--- src/lrbc_pkg.sv ---
package lrbc_pkg;

    // Time base width of the internal timestamps (valid 16 to 64).
    localparam int TIME_BITS = 32;
    localparam int REG_W     = 32;
    localparam int NOW_W     = 32;
    localparam int JIT_W     = 9;
    localparam int EV_W      = 2;
    localparam int CFG_IDX_W = 2;

    // Compare width that holds both a time and a register value.
    localparam int CMP_W = (TIME_BITS > REG_W) ? TIME_BITS : REG_W;
    // Retry sum: time + backoff + jitter, two carry bits of headroom.
    localparam int SUM_W = CMP_W + 2;
    // Doubled backoff, one bit wider so it cannot wrap.
    localparam int DBL_W = REG_W + 1;

    typedef logic [TIME_BITS-1:0] t_time;
    typedef logic [REG_W-1:0]     t_reg;
    typedef logic [JIT_W-1:0]     t_jitter;
    typedef logic [CMP_W-1:0]     t_cmp;
    typedef logic [SUM_W-1:0]     t_sum;
    typedef logic [DBL_W-1:0]     t_dbl;
    typedef logic [NOW_W-1:0]     t_now;

    localparam t_reg TIMEOUT_RST = 32'd15000;
    localparam t_reg BO_INIT_RST = 32'd1000;
    localparam t_reg BO_MAX_RST  = 32'd60000;

    typedef enum logic [EV_W-1:0] {
        EV_NONE      = 2'd0,
        EV_LINK_UP   = 2'd1,
        EV_LINK_LOST = 2'd2,
        EV_TIMEOUT   = 2'd3
    } t_event;

    typedef enum logic [CFG_IDX_W-1:0] {
        CFG_TIMEOUT = 2'd0,
        CFG_BO_INIT = 2'd1,
        CFG_BO_MAX  = 2'd2
    } t_cfg_idx;

    typedef struct packed {
        t_reg timeout;
        t_reg bo_init;
        t_reg bo_max;
    } t_cfg;

    typedef struct packed {
        logic    cmd;
        t_time   now;
        logic    link_up;
        t_jitter jitter;
    } t_item;

    typedef struct packed {
        logic   launch;
        logic   abort;
        t_event ev;
        logic   busy;
        t_time  retry_due;
        t_reg   backoff;
    } t_result;

endpackage

--- src/lrbc_in_if.sv ---
interface lrbc_in_if;
    logic                          valid;
    logic                          ready;
    logic                          cmd;
    logic [lrbc_pkg::NOW_W-1:0]    now_ms;
    logic                          link_up;
    logic [lrbc_pkg::JIT_W-1:0]    jitter_ms;

    modport source (output valid, cmd, now_ms, link_up, jitter_ms, input ready);
    modport sink   (input valid, cmd, now_ms, link_up, jitter_ms, output ready);
endinterface

--- src/lrbc_out_if.sv ---
interface lrbc_out_if;
    logic                          valid;
    logic                          ready;
    logic                          launch_attempt;
    logic                          abort_attempt;
    logic [lrbc_pkg::EV_W-1:0]     event_code;
    logic                          attempt_busy;
    logic [lrbc_pkg::NOW_W-1:0]    retry_due_ms;
    logic [lrbc_pkg::REG_W-1:0]    current_backoff_ms;

    modport source (output valid, launch_attempt, abort_attempt, event_code,
                    attempt_busy, retry_due_ms, current_backoff_ms, input ready);
    modport sink   (input valid, launch_attempt, abort_attempt, event_code,
                    attempt_busy, retry_due_ms, current_backoff_ms, output ready);
endinterface

--- src/lrbc_cfg_regs.sv ---
module lrbc_cfg_regs (
    input  logic                           i_clk,
    input  logic                           i_rst_n,
    input  logic                           i_cfg_we,
    input  logic [lrbc_pkg::CFG_IDX_W-1:0] i_cfg_idx,
    input  logic [lrbc_pkg::REG_W-1:0]     i_cfg_wdata,
    output lrbc_pkg::t_cfg                 o_cfg
);

    lrbc_pkg::t_cfg r_cfg;
    lrbc_pkg::t_cfg n_cfg;

    always_comb begin
        n_cfg = r_cfg;
        if (i_cfg_we) begin
            case (lrbc_pkg::t_cfg_idx'(i_cfg_idx))
                lrbc_pkg::CFG_TIMEOUT: n_cfg.timeout = i_cfg_wdata;
                lrbc_pkg::CFG_BO_INIT: n_cfg.bo_init = i_cfg_wdata;
                lrbc_pkg::CFG_BO_MAX:  n_cfg.bo_max  = i_cfg_wdata;
                default:               n_cfg = r_cfg;  // unmapped index ignored
            endcase
        end
    end

    always_ff @(posedge i_clk) begin
        if (!i_rst_n) begin
            r_cfg.timeout <= lrbc_pkg::TIMEOUT_RST;
            r_cfg.bo_init <= lrbc_pkg::BO_INIT_RST;
            r_cfg.bo_max  <= lrbc_pkg::BO_MAX_RST;
        end else begin
            r_cfg <= n_cfg;
        end
    end

    assign o_cfg = r_cfg;

endmodule

--- src/lrbc_step.sv ---
module lrbc_step (
    input  logic              i_clk,
    input  logic              i_rst_n,
    input  logic              i_en,
    input  lrbc_pkg::t_item   i_item,
    input  lrbc_pkg::t_cfg    i_cfg,
    output lrbc_pkg::t_result o_res
);

    logic                  r_was_up;
    logic                  r_active;
    lrbc_pkg::t_time       r_start;
    lrbc_pkg::t_time       r_retry;
    lrbc_pkg::t_reg        r_backoff;

    logic                  n_was_up;
    logic                  n_active;
    lrbc_pkg::t_time       n_start;
    lrbc_pkg::t_time       n_retry;
    lrbc_pkg::t_reg        n_backoff;

    lrbc_pkg::t_reg        bo_base;
    lrbc_pkg::t_sum        plan_sum;
    lrbc_pkg::t_time       plan_retry;
    lrbc_pkg::t_dbl        bo_dbl;
    lrbc_pkg::t_reg        plan_backoff;
    lrbc_pkg::t_time       age;
    logic                  poll;
    logic                  rise;
    logic                  fall;
    logic                  timeout;
    logic                  plan;
    logic                  idle_launch;
    logic                  launch;
    lrbc_pkg::t_event      ev;

    always_comb begin
        // zero backoff falls back to the initial delay
        bo_base      = (r_backoff == '0) ? i_cfg.bo_init : r_backoff;
        plan_sum     = lrbc_pkg::t_sum'(i_item.now) + lrbc_pkg::t_sum'(bo_base)
                     + lrbc_pkg::t_sum'(i_item.jitter);
        plan_retry   = lrbc_pkg::t_time'(plan_sum);
        bo_dbl       = lrbc_pkg::t_dbl'(bo_base) << 1;
        plan_backoff = (bo_dbl < lrbc_pkg::t_dbl'(i_cfg.bo_max))
                     ? lrbc_pkg::t_reg'(bo_dbl) : i_cfg.bo_max;
        age          = i_item.now - r_start;

        poll    = !i_item.cmd;
        rise    = poll && i_item.link_up && !r_was_up;
        fall    = poll && !i_item.link_up && r_was_up;
        timeout = poll && !i_item.link_up && !r_was_up && r_active
               && (lrbc_pkg::t_cmp'(age) >= lrbc_pkg::t_cmp'(i_cfg.timeout));
        plan    = fall || timeout;

        if (i_item.cmd || rise) begin
            n_retry   = i_item.now;
            n_backoff = i_cfg.bo_init;
        end else if (plan) begin
            n_retry   = plan_retry;
            n_backoff = plan_backoff;
        end else begin
            n_retry   = r_retry;
            n_backoff = r_backoff;
        end

        // plain unsigned due test against the updated retry time
        idle_launch = poll && !i_item.link_up && (fall || !r_active || timeout)
                   && (i_item.now >= n_retry);
        launch      = i_item.cmd || idle_launch;

        if (launch) begin
            n_active = 1'b1;
        end else if (rise || fall || timeout) begin
            n_active = 1'b0;
        end else begin
            n_active = r_active;
        end
        n_start  = launch ? i_item.now : r_start;
        n_was_up = i_item.cmd ? r_was_up : i_item.link_up;

        if (rise) begin
            ev = lrbc_pkg::EV_LINK_UP;
        end else if (fall) begin
            ev = lrbc_pkg::EV_LINK_LOST;
        end else if (timeout) begin
            ev = lrbc_pkg::EV_TIMEOUT;
        end else begin
            ev = lrbc_pkg::EV_NONE;
        end

        o_res.launch    = launch;
        o_res.abort     = timeout;
        o_res.ev        = ev;
        o_res.busy      = n_active;
        o_res.retry_due = n_retry;
        o_res.backoff   = n_backoff;
    end

    always_ff @(posedge i_clk) begin
        if (!i_rst_n) begin
            r_was_up  <= 1'b0;
            r_active  <= 1'b0;
            r_start   <= '0;
            r_retry   <= '0;
            r_backoff <= '0;
        end else if (i_en) begin
            r_was_up  <= n_was_up;
            r_active  <= n_active;
            r_start   <= n_start;
            r_retry   <= n_retry;
            r_backoff <= n_backoff;
        end
    end

endmodule

--- src/link_retry_backoff_controller_unit.sv ---
// Channel   Dir  Port     Word contents
// --------  ---  -------  ----------------------------------------------------
// input     in   i_in     cmd, now_ms, link_up, jitter_ms
// result    out  o_out    launch_attempt, abort_attempt, event_code,
//                         attempt_busy, retry_due_ms, current_backoff_ms
// config    in   i_cfg_*  write enable, register index, 32-bit write data
//
// One word per cycle sustained while the result register is not stalled; an accepted
// word passes the input register, then the step logic into the result register.
// Backoff state updates when a word moves from the input to the result register.
// Synchronous active-low reset clears state; registers return to 15000/1000/60000.
// A stalled result register holds; the input register keeps taking words as
// long as the result register drains in the same cycle.
module link_retry_backoff_controller_unit (
    input  logic                           i_clk,
    input  logic                           i_rst_n,
    lrbc_in_if.sink                        i_in,
    lrbc_out_if.source                     o_out,
    input  logic                           i_cfg_we,
    input  logic [lrbc_pkg::CFG_IDX_W-1:0] i_cfg_idx,
    input  logic [lrbc_pkg::REG_W-1:0]     i_cfg_wdata
);

    lrbc_pkg::t_cfg    cfg;
    lrbc_pkg::t_result step_res;

    // input register
    logic              r_s1_v;
    lrbc_pkg::t_item   r_s1;
    // result register
    logic              r_s2_v;
    lrbc_pkg::t_result r_s2;

    logic              s2_load;
    logic              s1_load;

    lrbc_cfg_regs u_cfg (
        .i_clk       (i_clk),
        .i_rst_n     (i_rst_n),
        .i_cfg_we    (i_cfg_we),
        .i_cfg_idx   (i_cfg_idx),
        .i_cfg_wdata (i_cfg_wdata),
        .o_cfg       (cfg)
    );

    // step logic and backoff state; state advances with each word moved on
    lrbc_step u_step (
        .i_clk   (i_clk),
        .i_rst_n (i_rst_n),
        .i_en    (s2_load),
        .i_item  (r_s1),
        .i_cfg   (cfg),
        .o_res   (step_res)
    );

    assign s2_load    = r_s1_v && (!r_s2_v || o_out.ready);
    assign i_in.ready = !r_s1_v || s2_load;
    assign s1_load    = i_in.valid && i_in.ready;

    always_ff @(posedge i_clk) begin
        if (!i_rst_n) begin
            r_s1_v <= 1'b0;
        end else if (s1_load) begin
            r_s1_v <= 1'b1;
        end else if (s2_load) begin
            r_s1_v <= 1'b0;
        end
    end

    always_ff @(posedge i_clk) begin
        if (s1_load) begin
            r_s1.cmd     <= i_in.cmd;
            r_s1.now     <= lrbc_pkg::t_time'(i_in.now_ms);
            r_s1.link_up <= i_in.link_up;
            r_s1.jitter  <= i_in.jitter_ms;
        end
    end

    always_ff @(posedge i_clk) begin
        if (!i_rst_n) begin
            r_s2_v <= 1'b0;
        end else if (s2_load) begin
            r_s2_v <= 1'b1;
        end else if (o_out.ready) begin
            r_s2_v <= 1'b0;
        end
    end

    always_ff @(posedge i_clk) begin
        if (s2_load) begin
            r_s2 <= step_res;
        end
    end

    assign o_out.valid              = r_s2_v;
    assign o_out.launch_attempt     = r_s2.launch;
    assign o_out.abort_attempt      = r_s2.abort;
    assign o_out.event_code         = r_s2.ev;
    assign o_out.attempt_busy       = r_s2.busy;
    assign o_out.retry_due_ms       = lrbc_pkg::t_now'(r_s2.retry_due);
    assign o_out.current_backoff_ms = r_s2.backoff;

`ifndef SYNTHESIS
    a_abort_is_timeout: assert property (@(posedge i_clk) disable iff (!i_rst_n)
        (o_out.valid && o_out.abort_attempt) |-> (o_out.event_code == lrbc_pkg::EV_TIMEOUT))
        else $error("abort without timeout event");

    a_launch_busy: assert property (@(posedge i_clk) disable iff (!i_rst_n)
        (o_out.valid && o_out.launch_attempt) |-> o_out.attempt_busy)
        else $error("launch left attempt idle");

    a_link_up_quiet: assert property (@(posedge i_clk) disable iff (!i_rst_n)
        (o_out.valid && (o_out.event_code == lrbc_pkg::EV_LINK_UP))
            |-> (!o_out.attempt_busy && !o_out.launch_attempt && !o_out.abort_attempt))
        else $error("link up step left an attempt running");

    a_stall_cause: assert property (@(posedge i_clk) disable iff (!i_rst_n)
        !i_in.ready |-> (r_s1_v && r_s2_v && !o_out.ready))
        else $error("input stalled without a full pipe");

    a_result_follows: assert property (@(posedge i_clk) disable iff (!i_rst_n)
        s2_load |=> r_s2_v)
        else $error("result register lost a word");
`endif

endmodule
--- src/flat_wrapper.sv ---
// flat-port wrapper written by rule: the top's interface ports become plain ports
module link_retry_backoff_controller_unit_flat 
  (i_clk, i_rst_n, i_cfg_we, i_cfg_idx, i_cfg_wdata, i_in_valid, i_in_cmd, i_in_now_ms, i_in_link_up, i_in_jitter_ms, i_in_ready, o_out_valid, o_out_launch_attempt, o_out_abort_attempt, o_out_event_code, o_out_attempt_busy, o_out_retry_due_ms, o_out_current_backoff_ms, o_out_ready);
  lrbc_in_if i_in_i ();
  lrbc_out_if o_out_i ();
  input  logic i_clk;
  input  logic i_rst_n;
  input  logic i_cfg_we;
  input  logic [lrbc_pkg::CFG_IDX_W-1:0] i_cfg_idx;
  input  logic [lrbc_pkg::REG_W-1:0] i_cfg_wdata;
  input wire logic [$bits(i_in_i.valid)-1:0] i_in_valid;
  input wire logic [$bits(i_in_i.cmd)-1:0] i_in_cmd;
  input wire logic [$bits(i_in_i.now_ms)-1:0] i_in_now_ms;
  input wire logic [$bits(i_in_i.link_up)-1:0] i_in_link_up;
  input wire logic [$bits(i_in_i.jitter_ms)-1:0] i_in_jitter_ms;
  output wire logic [$bits(i_in_i.ready)-1:0] i_in_ready;
  output wire logic [$bits(o_out_i.valid)-1:0] o_out_valid;
  output wire logic [$bits(o_out_i.launch_attempt)-1:0] o_out_launch_attempt;
  output wire logic [$bits(o_out_i.abort_attempt)-1:0] o_out_abort_attempt;
  output wire logic [$bits(o_out_i.event_code)-1:0] o_out_event_code;
  output wire logic [$bits(o_out_i.attempt_busy)-1:0] o_out_attempt_busy;
  output wire logic [$bits(o_out_i.retry_due_ms)-1:0] o_out_retry_due_ms;
  output wire logic [$bits(o_out_i.current_backoff_ms)-1:0] o_out_current_backoff_ms;
  input wire logic [$bits(o_out_i.ready)-1:0] o_out_ready;
  assign i_in_i.valid = i_in_valid;
  assign i_in_i.cmd = i_in_cmd;
  assign i_in_i.now_ms = i_in_now_ms;
  assign i_in_i.link_up = i_in_link_up;
  assign i_in_i.jitter_ms = i_in_jitter_ms;
  assign i_in_ready = i_in_i.ready;
  assign o_out_valid = o_out_i.valid;
  assign o_out_launch_attempt = o_out_i.launch_attempt;
  assign o_out_abort_attempt = o_out_i.abort_attempt;
  assign o_out_event_code = o_out_i.event_code;
  assign o_out_attempt_busy = o_out_i.attempt_busy;
  assign o_out_retry_due_ms = o_out_i.retry_due_ms;
  assign o_out_current_backoff_ms = o_out_i.current_backoff_ms;
  assign o_out_i.ready = o_out_ready;
  link_retry_backoff_controller_unit u_core (.i_clk(i_clk), .i_rst_n(i_rst_n), .i_in(i_in_i), .o_out(o_out_i), .i_cfg_we(i_cfg_we), .i_cfg_idx(i_cfg_idx), .i_cfg_wdata(i_cfg_wdata));
endmodule
--- config.mk ---
export PLATFORM = sky130hd
export DESIGN_NAME = link_retry_backoff_controller_unit_flat
export DESIGN_NICKNAME = d
export VERILOG_FILES = /design/src/lrbc_pkg.sv /design/src/lrbc_in_if.sv /design/src/lrbc_out_if.sv /design/src/lrbc_cfg_regs.sv /design/src/lrbc_step.sv /design/src/link_retry_backoff_controller_unit.sv /design/src/flat_wrapper.sv
export SDC_FILE = /design/constraint.sdc
export NUM_CORES = 1
export LEC_CHECK = 0
export BUFFER_PORTS_ARGS = -buffer_cell sky130_fd_sc_hd__buf_2
export CORE_UTILIZATION = 56
export CTS_CLUSTER_SIZE = 10
export DETAILED_ROUTE_END_ITERATION = 12
export PLACE_DENSITY = 0.87
export SKIP_CTS_REPAIR_TIMING = 1
export SLEW_MARGIN = 30
export SYNTH_ARGS = -nofsm -noshare
export SYNTH_HDL_FRONTEND = slang
export SYNTH_SLANG_ARGS = --single-unit
--- constraint.sdc ---
create_clock -name i_clk -period 9.6 [get_ports i_clk]
set_input_delay 1.44 -clock i_clk [delete_from_list [all_inputs] [get_ports i_clk]]
set_output_delay 1.44 -clock i_clk [all_outputs]
set_load 0.03 [all_outputs]
==> results of run 1 <==
[sequential cells by signal, indices dropped and copies added, names as in the netlist, 2 cells and up]
| register | flops |
|---|---|
| u_core.u_cfg.o_cfg | 96 |
| u_core.r_s1 | 43 |
| u_core.o_out.current_backoff_ms | 32 |
| u_core.o_out.retry_due_ms | 32 |
| u_core.u_step.r_backoff | 32 |
| u_core.u_step.r_retry | 32 |
| u_core.u_step.r_start | 32 |
| u_core.o_out.event_code | 2 |
[routing by layer]
metal / vias to the layer above / track usage
met1: 7940 / 0.398
li1: 7717 / -
met4: 0 / 0.188
met5: - / 0
met2: 897 / 0.511
met3: 176 / 0.0391
[worst register-to-register path, delay by kind of cell (launching register included)]
family          cells  cell delay (ns)
compound gates     17             3.75
xor+xnor            1             0.10
fa+ha+maj           4             1.26
buf+inv             3             0.62
flops               1             0.46
mux                 1             0.27
simple gates        8             2.11
[cell families (layout without fill, tap and decap cells)]
kind of cell / count (synthesis) / in the layout / share of synthesized area
buffers and inverters: 222 / 344 / 0.0474
flip-flops: 308 / 308 / 0.390
multiplexers: 82 / 82 / 0.0448
AO/OA/AOI/OAI: 643 / 643 / 0.231
adder cells (fa/ha/maj): 189 / 189 / 0.131
XOR/XNOR: 57 / 57 / 0.0267
AND/OR/NAND/NOR: 559 / 559 / 0.129
[Yosys cell counts (all sizes together), types with 25 or more instances]
library cell and instances:
a21o 98, a21oi 190, a22oi 34, a32oi 62, buf 25, clkbuf 84, dfxtp 196, edfxtp 112
ha 178, inv 111, mux2i 70, nand2 331, nor2 104, o21ai 106, xnor2 35
[metrics by stage]
stage	setup slack (ns)	std cells	utilization	power, mW
finish	0.928	2624	0.636	3.64
global route	0.386	2624	0.636	3.79
CTS	0.775	2624	0.636	3.64
detailed placement	0.836	2562	0.603	2.37
global placement	1.41	2562	0.603	2.34
floorplan	2.43	2060	-	2.13
[power groups by stage]
stage               sequential [mW]  combinational (mW)  clock (mW)
global route                   1.48               0.980        1.33
CTS                            1.47               0.879        1.28
detailed placement             1.50               0.872           0
finish                         1.47               0.898        1.27
floorplan                      1.52               0.611           0
global placement               1.50               0.847           0
[worst max-delay path by stage]
stage,from,to
global route,u_core.r_s1[10]$_DFFE_PP_,u_core.u_step.r_start[17]$_SDFFE_PN0P_
CTS,u_core.r_s1[10]$_DFFE_PP_,u_core.u_step.r_start[23]$_SDFFE_PN0P_
global placement,u_core.r_s1[10]$_DFFE_PP_,u_core.u_step.r_start[0]$_SDFFE_PN0P_
finish,u_core.r_s1[10]$_DFFE_PP_,u_core.u_step.r_start[23]$_SDFFE_PN0P_
detailed placement,u_core.r_s1[10]$_DFFE_PP_,u_core.u_step.r_start[6]$_SDFFE_PN0P_
floorplan,u_core.r_s1[10]$_DFFE_PP_,u_core.u_step.r_start[10]$_SDFFE_PN0P_
[layout make-up]
class / count / share of cell area
Multi-Input combinational cell: 1530 / 0.508
Clock inverter: 2 / 0.00102
Inverter: 113 / 0.0207
Sequential cell: 308 / 0.350
Timing Repair Buffer: 169 / 0.0428
Clock buffer: 60 / 0.0502
Tap cell: 442 / 0.0266
==> metrics, run 1 <==
Crit path depth=34; first-pass GRT wire length=83900 um; Critical-path top delay cell=or4_1; wl on met1=between 20000 and 25000 um; Port Buffers=152; total grt overflow=0; Clock Pin Slew Worst Setup and Hold Paths=roughly 0.060 ns; R2R Setup Slk=0.93 ns; Post-Route Skew=0.0310 ns; most common cell after layout, fill and taps aside=nand2_1; Die X-Extent=185 um; Fillers=2726; RSZ-0062 raised after global routing=no; Clk pwr share=0.348; gr usage total=0.313; number of hold violations in the final report=0; Post-Place Cell Area=19700 um^2; commonest cells after routing, fill and taps aside=nand2_1, dfxtp_1, a21oi_1; FF/Latch Area=approximately 7300 um^2; Post-Synthesis Cells=2060; number of remaining DRC errors=0; Max-cap violations=0; Clk Latency, worst-skew pair=~0.53 ns; Iter 0 DRT Violations=around 1700; cell area after layout=20800 um^2; die height=185 um; Core Box Area=32700 um^2; post-synthesis average cell area=9.07 um^2; Rel. slew slack=0.312; switching share of total power=0.316; met3 wire length=roughly 4400 um; synthesized cell area=18700 um^2; clock tree sinks=between 300 and 400; worst-margin pin slew=1.03 ns; Sw Pwr=between 1 and 1.5 mW; total CTS buffers=37; CP Max Fanout=64; CP most frequent cell=a21oi_1; Final #Nets=2430; arrival time worst endpoint=between 9 and 10 ns; Flop pwr share=0.405; HP Class=register to register; Final Slew Violations=0; DP HPWL=37200 um; worst hold margin=~0.45 ns; Gate power share=0.247; DRT Pass-1 Iters=6; Post-synth EDFFs=112; final setup TNS=0 ns; sequential share of the synthesized area=0.390; starting density of the core=0.571; vias per inst=approximately 6.4; initial antenna violation count=0; via count=16730; multi-input logic area=10600 um^2; Max Used Layer=met4; CP delay by family, top=compound AO/OA/AOI/OAI gates; I/O pin count=153; Synth cell types=71; power density over cell area=approximately 180 nW/um^2; CTS tree=yes; post-synth top area cell=dfxtp_1; top cell type's share of synthesized area=0.210; Max Freq=roughly 0.12 GHz; Ant. Diodes=0; vias in the first global route=16060; Warnings, synthesis=0; CP max stage delay=0.58 ns; share of layout cells above drive strength 1=0.116; Syn Nets=2331; Worst Path Buf+Inv=3; largest net degree at the start of global routing=80; Total Die Area=34100 um^2; Final ANT Viol Nets=0; Worst Hold Endpoint=u_core.u_step.r_retry[27]$_SDFFE_PN0P_; Total Wirelength=roughly 54000 um; Hold Crit Depth=2; CTS Buffer Depth=3; Routed met2 length=24800 um; required time of the worst setup path=between 10 and 15 ns; worst hold start=u_core.u_step.r_retry[27]$_SDFFE_PN0P_; RR Endpoint=u_core.u_step.r_start[23]$_SDFFE_PN0P_; Synth area leaders=dfxtp_1, edfxtp_1, ha_1; Tcrit/Tclk final=0.903; H-tree levels=2; endpoints failing setup=0; per-cell routed wire length=20.5 um; Main synth FF type=dfxtp_1; Reg2Reg Launch Point=u_core.r_s1[10]$_DFFE_PP_; Pleak=around 9 nW; Worst Setup End Kind=register; worst vdd ir=approximately 0.13 mV; # rows=66; minimum clock period=just under 9 ns; GPL Wtd Cong=0.956; Crit Path Category=register to register; outcome=finished clean; synthesized flop and latch total=308; Worst Reg-to-Reg Cells=34; clk root buf=clkbuf_16; area delta synth->final=11.4%; asr flop ratio synth=0; Critical Path Start Type=register; Pint=2.49 mW
Power figures use the tool's default switching activity.
==> inputs of run 2 (changes only) <==
--- a/config.mk
+++ b/config.mk
@@ -6,10 +6,11 @@
 export NUM_CORES = 1
 export LEC_CHECK = 0
 export BUFFER_PORTS_ARGS = -buffer_cell sky130_fd_sc_hd__buf_2
-export CORE_UTILIZATION = 56
+export CORE_UTILIZATION = 61
 export CTS_CLUSTER_SIZE = 10
 export DETAILED_ROUTE_END_ITERATION = 12
-export PLACE_DENSITY = 0.87
+export HOLD_SLACK_MARGIN = 0.02
+export PLACE_DENSITY = 0.93
 export SKIP_CTS_REPAIR_TIMING = 1
 export SLEW_MARGIN = 30
 export SYNTH_ARGS = -nofsm -noshare
==> constraint.sdc (replaced) <==
create_clock -name i_clk -period 9.18 [get_ports i_clk]
set_input_delay 1.377 -clock i_clk [delete_from_list [all_inputs] [get_ports i_clk]]
set_output_delay 1.377 -clock i_clk [all_outputs]
set_load 0.03 [all_outputs]
==> run 2 against run 1 <==
Compared with the run above:
- via count is 1.4% higher
- register-to-register slack got worse by 0.34 ns
- worst hold slack worse by 0.0063 ns
- critical path depth unchanged
- cell area about the same
- utilization up 6.1 points
- first-iteration DRC count increased by 31%
- clock power up 7%
- largest cell class unchanged
==> metrics, run 2 (synthesis gave the netlist of run 1 again) <==
required time of the worst setup path=9.62 ns (was 10.03 ns); via count=16966 (was 16730); Worst Path Buf+Inv=4 (was 3); pre-CTS WS=0.836 ns (about the same); fin cells=2583 (was 2624); worst-margin pin slew=1.05 ns (was 1.03 ns); CTS tree=yes (unchanged); per-cell routed wire length=20.9 um (was 20.5 um); Core Box Area=29900 um^2 (was 32700 um^2); total grt overflow=0 (unchanged); FF/Latch Area=7290 um^2 (unchanged); Clk pwr share=0.353 (was 0.348); die height=177 um (was 185 um); Fillers=2154 (was 2726); max reg flops=96 (unchanged); Critical-path top delay cell=or4_1 (unchanged); Max-cap violations=0 (unchanged); Critical Path Start Type=register (unchanged); final worst setup slack=0.588 ns (was 0.928 ns); Sw Pwr=1.22 mW (was 1.15 mW); clock tree sinks=308 (unchanged); CP delay by family, top=compound AO/OA/AOI/OAI gates (unchanged); vias in the first global route=15920 (was 16060); Overall Power=3.84 mW (was 3.64 mW); most common cell after layout, fill and taps aside=nand2_1 (unchanged); Final Slew Violations=0 (unchanged); HP Class=register to register (unchanged); power density over cell area=185 nW/um^2 (was 175 nW/um^2); I/O pin count=153 (unchanged); Flop pwr share=0.402 (was 0.405); DRT Pass-1 Iters=6 (unchanged); clk root buf=clkbuf_16 (unchanged); H-tree levels=2 (unchanged); Clk Latency, worst-skew pair=0.54 ns (was 0.53 ns); area delta synth->final=11.4% (about the same); starting density of the core=0.625 (was 0.571); final setup TNS=0 ns (unchanged); outcome=finished clean (unchanged); number of remaining DRC errors=0 (unchanged); Pleak=9.17 nW (was 9.13 nW); switching share of total power=0.317 (was 0.316); initial antenna violation count=3 (was 0); GPL Wtd Cong=0.978 (was 0.956); Gate power share=0.245 (was 0.247); total CTS buffers=38 (was 37); DP HPWL=36900 um (was 37200 um); dpl cells=2513 (was 2562); Tcrit/Tclk final=0.936 (was 0.903); minimum clock period=8.59 ns (was 8.67 ns); largest net degree at the start of global routing=87 (was 80); Total Wirelength=54000 um (was 53700 um); CP Max Fanout=54 (was 64); Rel. slew slack=0.299 (was 0.312); multi-input logic area=10600 um^2 (about the same); Pint=2.62 mW (was 2.49 mW); Final ANT Viol Nets=0 (unchanged); Port Buffers=152 (unchanged); share of layout cells above drive strength 1=0.119 (was 0.116); Crit Path Category=register to register (unchanged); Die X-Extent=177 um (was 185 um); endpoints failing setup=0 (unchanged); first-pass GRT wire length=83300 um (was 83900 um); worst vdd ir=0.141 mV (was 0.132 mV); vias per inst=6.57 (was 6.38); Iter 0 DRT Violations=2253 (was 1726); Total Die Area=31300 um^2 (was 34100 um^2); Max Freq=0.116 GHz (was 0.115 GHz); Post-Route Skew=0.0242 ns (was 0.0310 ns); RSZ-0062 raised after global routing=no (unchanged); number of hold violations in the final report=0 (unchanged); R2R Setup Slk=0.59 ns (was 0.93 ns); Final #Nets=2435 (was 2430); Clock Pin Slew Worst Setup and Hold Paths=0.05 ns (was 0.06 ns); CTS Buffer Depth=3 (unchanged); commonest cells after routing, fill and taps aside=nand2_1, dfxtp_1, a21oi_1 (unchanged); Worst Setup End Kind=register (unchanged); final core occ=0.697 (was 0.636); CP max stage delay=0.59 ns (was 0.58 ns); # rows=63 (was 66); arrival time worst endpoint=9.03 ns (was 9.10 ns); gr usage total=0.338 (was 0.313)
run 2: routing by layer:
layer	track usage	routed length, um	up-vias	share of wire
li1	-	-	7734	-
met1	0.452	21400	7876	0.40
met2	0.526	24200	1154	0.45
met3	0.0700	6170	200	0.11
met4	0.152	2200	2	0.041
met5	0	13	-	0.00024
run 2: cell type report:
cell class	count	share of cell area
Multi-Input combinational cell	1530	0.507
Sequential cell	308	0.350
Clock buffer	59	0.0504
Timing Repair Buffer	173	0.0452
Tap cell	390	0.0234
Inverter	113	0.0207
Clock inverter	8	0.00277
Antenna cell	2	0.000240
run 2: through the flow:
stage | hold slack [ns] | cell area [um^2]
6_report | 0.440 | 20800
4_1_cts | 0.439 | 20800
3_3_place_gp | 0.423 | 19700
2_1_floorplan | 0.412 | 18700
3_5_place_dp | 0.431 | 19700
5_1_grt | 0.455 | 20800
run 2: worst paths after layout:
path / start / to / depth (start not counted)
worst max-delay path: u_core.r_s1[10]$_DFFE_PP_ / u_core.u_step.r_start[2]$_SDFFE_PN0P_ / 34
worst min-delay path: u_core.u_step.r_retry[27]$_SDFFE_PN0P_ / u_core.u_step.r_retry[27]$_SDFFE_PN0P_ / 2
worst max register to register: u_core.r_s1[10]$_DFFE_PP_ / u_core.u_step.r_start[2]$_SDFFE_PN0P_ / 34
worst min register to register: u_core.u_step.r_retry[27]$_SDFFE_PN0P_ / u_core.u_step.r_retry[27]$_SDFFE_PN0P_ / 2
run 2: worst reg2reg max path: cells and delay by family, from the launching register on:
kind                       cells  cell delay, ns
xor gates and xnor gates       1            0.14
AOI/OAI and AO/OA             19            4.20
adders and majority gates      4            1.26
muxes                          1            0.25
and+or+nand+nor                5            1.27
DFF                            1            0.49
buffers and inverters          4            0.92
run 2: power groups by stage:
stage               sequential [mW]  combinational, mW  clock [mW]
floorplan                      1.58              0.639           0
global placement               1.56              0.876           0
detailed placement             1.57              0.905           0
CTS                            1.54              0.915        1.37
global route                   1.55               1.02        1.42
finish                         1.54              0.942        1.36
